`config.mk`:
```
export PLATFORM = sky130hd
export DESIGN_NAME = hfa_alu
export DESIGN_NICKNAME = d
export VERILOG_FILES = /design/src/rtl/core/hfa_alu.sv
export SDC_FILE = /design/constraint.sdc
export NUM_CORES = 1
export LEC_CHECK = 0
export ABC_CLOCK_PERIOD_IN_PS = 4200
export BUFFER_PORTS_ARGS = -buffer_cell sky130_fd_sc_hd__buf_4
export CELL_PAD_IN_SITES_DETAIL_PLACEMENT = 1
export CELL_PAD_IN_SITES_GLOBAL_PLACEMENT = 1
export CORE_ASPECT_RATIO = 0.75
export CORE_UTILIZATION = 34
export DETAILED_ROUTE_END_ITERATION = 8
export PLACE_DENSITY_LB_ADDON = 0.1
export SYNTH_ARGS = -nofsm -noshare
export SYNTH_HDL_FRONTEND = slang
export SYNTH_SLANG_ARGS = --single-unit
```
`constraint.sdc`:
```
create_clock -name vclk -period 4.2
set_input_delay 0.42 -clock vclk [all_inputs]
set_output_delay 0.42 -clock vclk [all_outputs]
set_load 0.02 [all_outputs]
```
`src/rtl/core/hfa_alu.sv`:
```
// hfa_alu: shared add/subtract unit with a compare of its result.
// Depends on nothing; operands are muxed in by hfa_ctrl.
module hfa_alu #(
  parameter int CW = 13
) (
  input  logic          sub,
  input  logic [CW-1:0] a,
  input  logic [CW-1:0] b,
  input  logic [CW-1:0] c,
  output logic [CW-1:0] res,
  output logic          lt,
  output logic          eq
);

  // result and its relation to the compare operand
  assign res = sub ? (a - b) : (a + b);
  assign lt  = (res < c);
  assign eq  = (res == c);

endmodule

```
Word-level counts from Yosys, hierarchy flattened
Cells that the tools add are included.
{ "word_totals": {"wordCells": 5, "latchBits": 0, "ff_bits": 0, "ramBits": 0, "rom_bits": 0, "memories": 0} }
{ "op_classes": {"eq_ne": 1, "div": 0, "bitwise": 0, "magnitude_cmp": 1, "shift": 0, "add_sub_neg": 2, "multipliers": 0, "n_reduce_logical": 0, "mux": 1} }
{ "op_table": {"columns": ["cell", "count"], "rows": [
  ["13-bit adder", 1],
  ["13-bit equality test", 1],
  ["13-bit less-than comparator", 1],
  ["13-bit 2-to-1 mux", 1],
  ["13-bit subtractor", 1]
]} }

Logic depth before layout (Yosys ltp)
{ "depth": {"word_depth": 3, "ltp_mapped": 17, "ltp_nobuf": 17} }

Worst setup path after synthesis
OpenSTA, ideal clock, no wires.
{ "synth_path": {"path_type": "in2out", "startpoint": "in sub", "endpoint": "out lt", "required_ps": 3780, "setup_slack_ps": -688, "stages": 14, "t_arrival_ps": 4468, "path_cell_list": "clkbuf_1 -> mux2_2 -> fa_1 -> nand2b_1 -> a21oi_1 -> a31oi_1 -> o21bai_1 -> xor2_1 -> ha_1 -> a211oi_1 -> o21ai_0 -> o211ai_1 -> a21oi_1 -> a2111oi_0"} }
{ "synth_via": {"elab_chain_cells": 2} }
{ "synth_lines": {"columns": ["element", "line", "source"], "rows": [
  ["start, declared", "6", "input logic sub,"],
  ["13-bit 2-to-1 mux", "16", "assign res = sub ? (a - b) : (a + b);"],
  ["via res[8]", "10", "output logic [CW-1:0] res,"],
  ["13-bit less-than comparator", "17", "assign lt = (res < c);"],
  ["end, declared", "11", "output logic lt,"]
]} }
The timed path passes the listed nets, and every way through them passes these cells.

Worst setup path in the final report
{ "layout_path": {"startpoint": "in b[5]", "endpoint": "out lt"} }
{ "layout_via": {"elab_chain_cells": 3, "word_cells_on_any_way": 4, "cone_classes": "add/sub: 2; order compare: 1; mux: 1"} }
{ "layout_lines": {"columns": ["element", "line", "source"], "rows": [
  ["start, declared", "8", "input logic [CW-1:0] b,"],
  ["13-bit adder / 13-bit subtractor (equally long branches)", "16", null],
  ["13-bit 2-to-1 mux (*)", "16", null],
  ["13-bit less-than comparator (*)", "17", null]
]} }
Mark *: on every way between the ends. The rest lies on a longest branch, timed or not.

==> qor.log <==
qor: pwr.p_total 0.000548 W
qor: logic_synthesis.netlist.top_cell.by_area sky130_fd_sc_hd__ha_1
qor: run_status.failed_checks negative setup slack
qor: cells_and_area.finish.instance_area 1900 sq um
qor: critical_path.timing_worst_setup_path_type input port to primary output
qor: logic_synthesis.post-synth-top-area-fraction 28.9%
qor: die.top_level_ports 55
qor: logic_synthesis.avgSynthCellArea 7.22 sq um
qor: cells_and_area.area_growth 68.8%
qor: placed_design.port-buffer-count 55
qor: cells_and_area.seqCellArea 0 sq um
qor: logic_synthesis.yosys.area_share.xor_xnor 16.3%
qor: die.row_count 17
qor: timing.fin_tns_setup -0.0429 ns
qor: timing.timing.slew.headroom 74.9%
qor: die.start_util 37.0%
qor: logic_synthesis.synth_cell_types 37
qor: cells_and_area.post_route_cells_drive_above_1_share 43.3%
qor: timing.grt_setup_unrepaired true
qor: critical_path.setup.worst_path.start b[5]
qor: critical_path.crit_arrival 3.82 ns
qor: placed_design.place_hpwl 3360 um
qor: logic_synthesis.yosysMostFrequentCell sky130_fd_sc_hd__ha_1
qor: grt.grt_first_pass_wirelength 6150 um
qor: route.remaining_drc_errors 0
qor: timing.finalWorstPathRequiredPeriod 4.24 ns
qor: cells_and_area.finalNonFillerCells 276
qor: logic_synthesis.synth-seq-area-share 0%
qor: timing.fin_crit_sh 101%
qor: timing.finalSetupViolations 1
qor: logic_synthesis.synthesis.yosys.warnings 0
qor: logic_synthesis.mappedNetlistArea 1130 sq um
qor: timing.setup_slack -0.0429 ns
qor: timing.timing_max_transition_violations_final 0
qor: logic_synthesis.ys_top_cells_by_count sky130_fd_sc_hd__ha_1, sky130_fd_sc_hd__inv_1, sky130_fd_sc_hd__xnor2_1, sky130_fd_sc_hd__nor2_1, sky130_fd_sc_hd__a21oi_1
qor: logic_synthesis.synth-compound-area-share 23.8%
qor: grt.initial_antenna_violation_count 0
qor: timing.timing.fmax 0.236 GHz
qor: logic_synthesis.simple_gate_share_of_the_synthesized_area 19.7%
qor: grt.grt_start_max_net_pins 13
qor: cells_and_area.antenna_fix_cells 0
qor: cells_and_area.final_net_count 307
qor: critical_path.crit_path_max_fanout 3
qor: route.via_per_inst 5.28
qor: cells_and_area.final.clkbuf_count 0
qor: placed_design.dp.cells 265
qor: die.floorplan.die.height 51.8 um
qor: logic_synthesis.adder_cell_area_share_of_the_yosys_netlist 30.7%
qor: critical_path.worst-endpoint-required 3.78 ns
qor: logic_synthesis.mappedNetlistNets 223
qor: critical_path.cp-end-kind primary output
qor: die.floorplan.die_area 3550 sq um
qor: logic_synthesis.synth_cells 156
qor: route.drt_iter0_drc 25
qor: run.cap_violations 0
qor: run_status.outcome finished with violations
qor: min_path.hold_path_class input port to primary output
qor: route.drt-pass1-iter-count 4
qor: die.fp.dieW 68.5 um
qor: pwr.worst_case_vdd_ir_drop 0.000114 V
qor: route.vias 1,456
qor: pwr.leak 1.00 nW
qor: min_path.hold_path_startpoint a[0]
qor: route.wire_per_inst 15.1 um
qor: grt.grt_usage 22.5%
qor: clocking.cts_hold_buffers 0
qor: route.detail_route.wirelength 4180 um
qor: logic_synthesis.combinational_family_with_the_most_area_after_synthesis adder cells
qor: pwr.power-per-cell-area 289 nW/um^2
qor: cells_and_area.flops_and_latches 0
qor: timing.tightestPinTransition 0.373 ns
qor: grt.global_route.overflow_total 0
qor: timing.hold_viol_final 0
qor: route.post_drt_antenna_nets 0
qor: critical_path.timing.critical_path.to lt
qor: critical_path.worst_setup_path_start_kind input port
qor: logic_synthesis.synthMuxAreaShare 1.89%
qor: logic_synthesis.ys_top_cells_by_area sky130_fd_sc_hd__ha_1, sky130_fd_sc_hd__xnor2_1, sky130_fd_sc_hd__inv_1, sky130_fd_sc_hd__a21oi_1, sky130_fd_sc_hd__nor2_1
qor: placed_design.globalplace.congestion 0.875
qor: die.fp.coreArea 3040 sq um
qor: grt.number_of_global_route_vias_before_repair 1,487
qor: placed_design.postPlaceCellArea 1730 sq um
==> placed cells by master, fill, tap and decap left out, types with 2 or more instances in the layout <==
master,instances
sky130_fd_sc_hd__buf_4,80
sky130_fd_sc_hd__ha_1,26
sky130_fd_sc_hd__inv_1,22
sky130_fd_sc_hd__xnor2_1,18
sky130_fd_sc_hd__nor2_1,14
sky130_fd_sc_hd__a21oi_1,8
sky130_fd_sc_hd__nand2_1,7
sky130_fd_sc_hd__o21ai_0,6
sky130_fd_sc_hd__nor3_1,5
sky130_fd_sc_hd__a21o_1,5
sky130_fd_sc_hd__a21oi_2,5
sky130_fd_sc_hd__xor2_1,3
sky130_fd_sc_hd__buf_6,3
sky130_fd_sc_hd__nor4_4,2
sky130_fd_sc_hd__nor2b_1,2
sky130_fd_sc_hd__nand3_1,2
sky130_fd_sc_hd__a31oi_1,2
sky130_fd_sc_hd__and3_1,2
sky130_fd_sc_hd__o21a_1,2
sky130_fd_sc_hd__nand4_1,2
==> cell families after synthesis <==
logic type | after synthesis
and+or+nand+nor | 43
AOI/OAI and AO/OA | 40
adders and majority gates | 27
buffers and inverters | 23
xor gates and xnor gates | 21
muxes | 2
==> per-stage QoR <==
step	utilization (%)	worst slack (ns)	hold slack, ns
6_report	62.5	-0.0429	1.36
5_1_grt	62.5	-0.231	1.40
2_1_floorplan	-	-0.0385	1.05
3_3_place_gp	56.8	-0.0421	1.35
4_1_cts	60.4	0.0100	1.37
3_5_place_dp	56.8	-0.252	1.37
==> critical path, stage by stage <==
cell and delay (ns):
sky130_fd_sc_hd__buf_6 0.10, sky130_fd_sc_hd__nor4_4 0.30, sky130_fd_sc_hd__and3b_2 0.25, sky130_fd_sc_hd__a21oi_2 0.06, sky130_fd_sc_hd__xnor2_1 0.12, sky130_fd_sc_hd__ha_1 0.33
sky130_fd_sc_hd__and3_4 0.17, sky130_fd_sc_hd__a221o_1 0.32, sky130_fd_sc_hd__a21o_1 0.19, sky130_fd_sc_hd__a221oi_2 0.27, sky130_fd_sc_hd__xnor2_1 0.12, sky130_fd_sc_hd__ha_1 0.31
sky130_fd_sc_hd__nand4_1 0.12, sky130_fd_sc_hd__nor2_2 0.23, sky130_fd_sc_hd__nand2_1 0.09, sky130_fd_sc_hd__a21oi_2 0.18, sky130_fd_sc_hd__a2111oi_4 0.07, sky130_fd_sc_hd__buf_4 0.17
==> per-layer routing <==
| layer | global-route usage (%) | vias to the layer above | share of wire (%) |
|---|---|---|---|
| li1 | - | 723 | - |
| met5 | 0 | - | 0 |
| met1 | 26.7 | 694 | 42 |
| met4 | 2.43 | 0 | 1.0 |
| met2 | 45.4 | 35 | 54 |
| met3 | 0.219 | 4 | 3.0 |
==> repair_timing <==
item,4_1_cts,5_1_grt
pin swaps,12,22
gates resized for setup,8,12
buffers inserted,10,2
endpoints found under the hold margin,0,0
setup endpoints to repair,2,2
==> cell type report <==
class                           count  area, sq um
Multi-Input combinational cell    133         1140
Inverter                           22         82.6
Timing Repair Buffer               83          634
Tap cell                           38         47.5
Fill cell                         396         1140
==> where the power goes <==
group / total (W) / switching [W] / internal [W]
clock network: 0 / 0 / 0
logic: 0.000548 / 0.000283 / 0.000266
registers: 0 / 0 / 0
total: 0.000548 / 0.000283 / 0.000266
==> worst min path at each step <==
stage | to | slack [ns] | depth (start not counted)
after floorplan | res[0] | 1.05 | 2
after global placement | res[0] | 1.35 | 5
after detailed placement | res[0] | 1.37 | 5
after CTS | res[0] | 1.37 | 5
after global routing | res[0] | 1.40 | 5
final | res[0] | 1.36 | 5
Power figures use the tool's default switching activity.
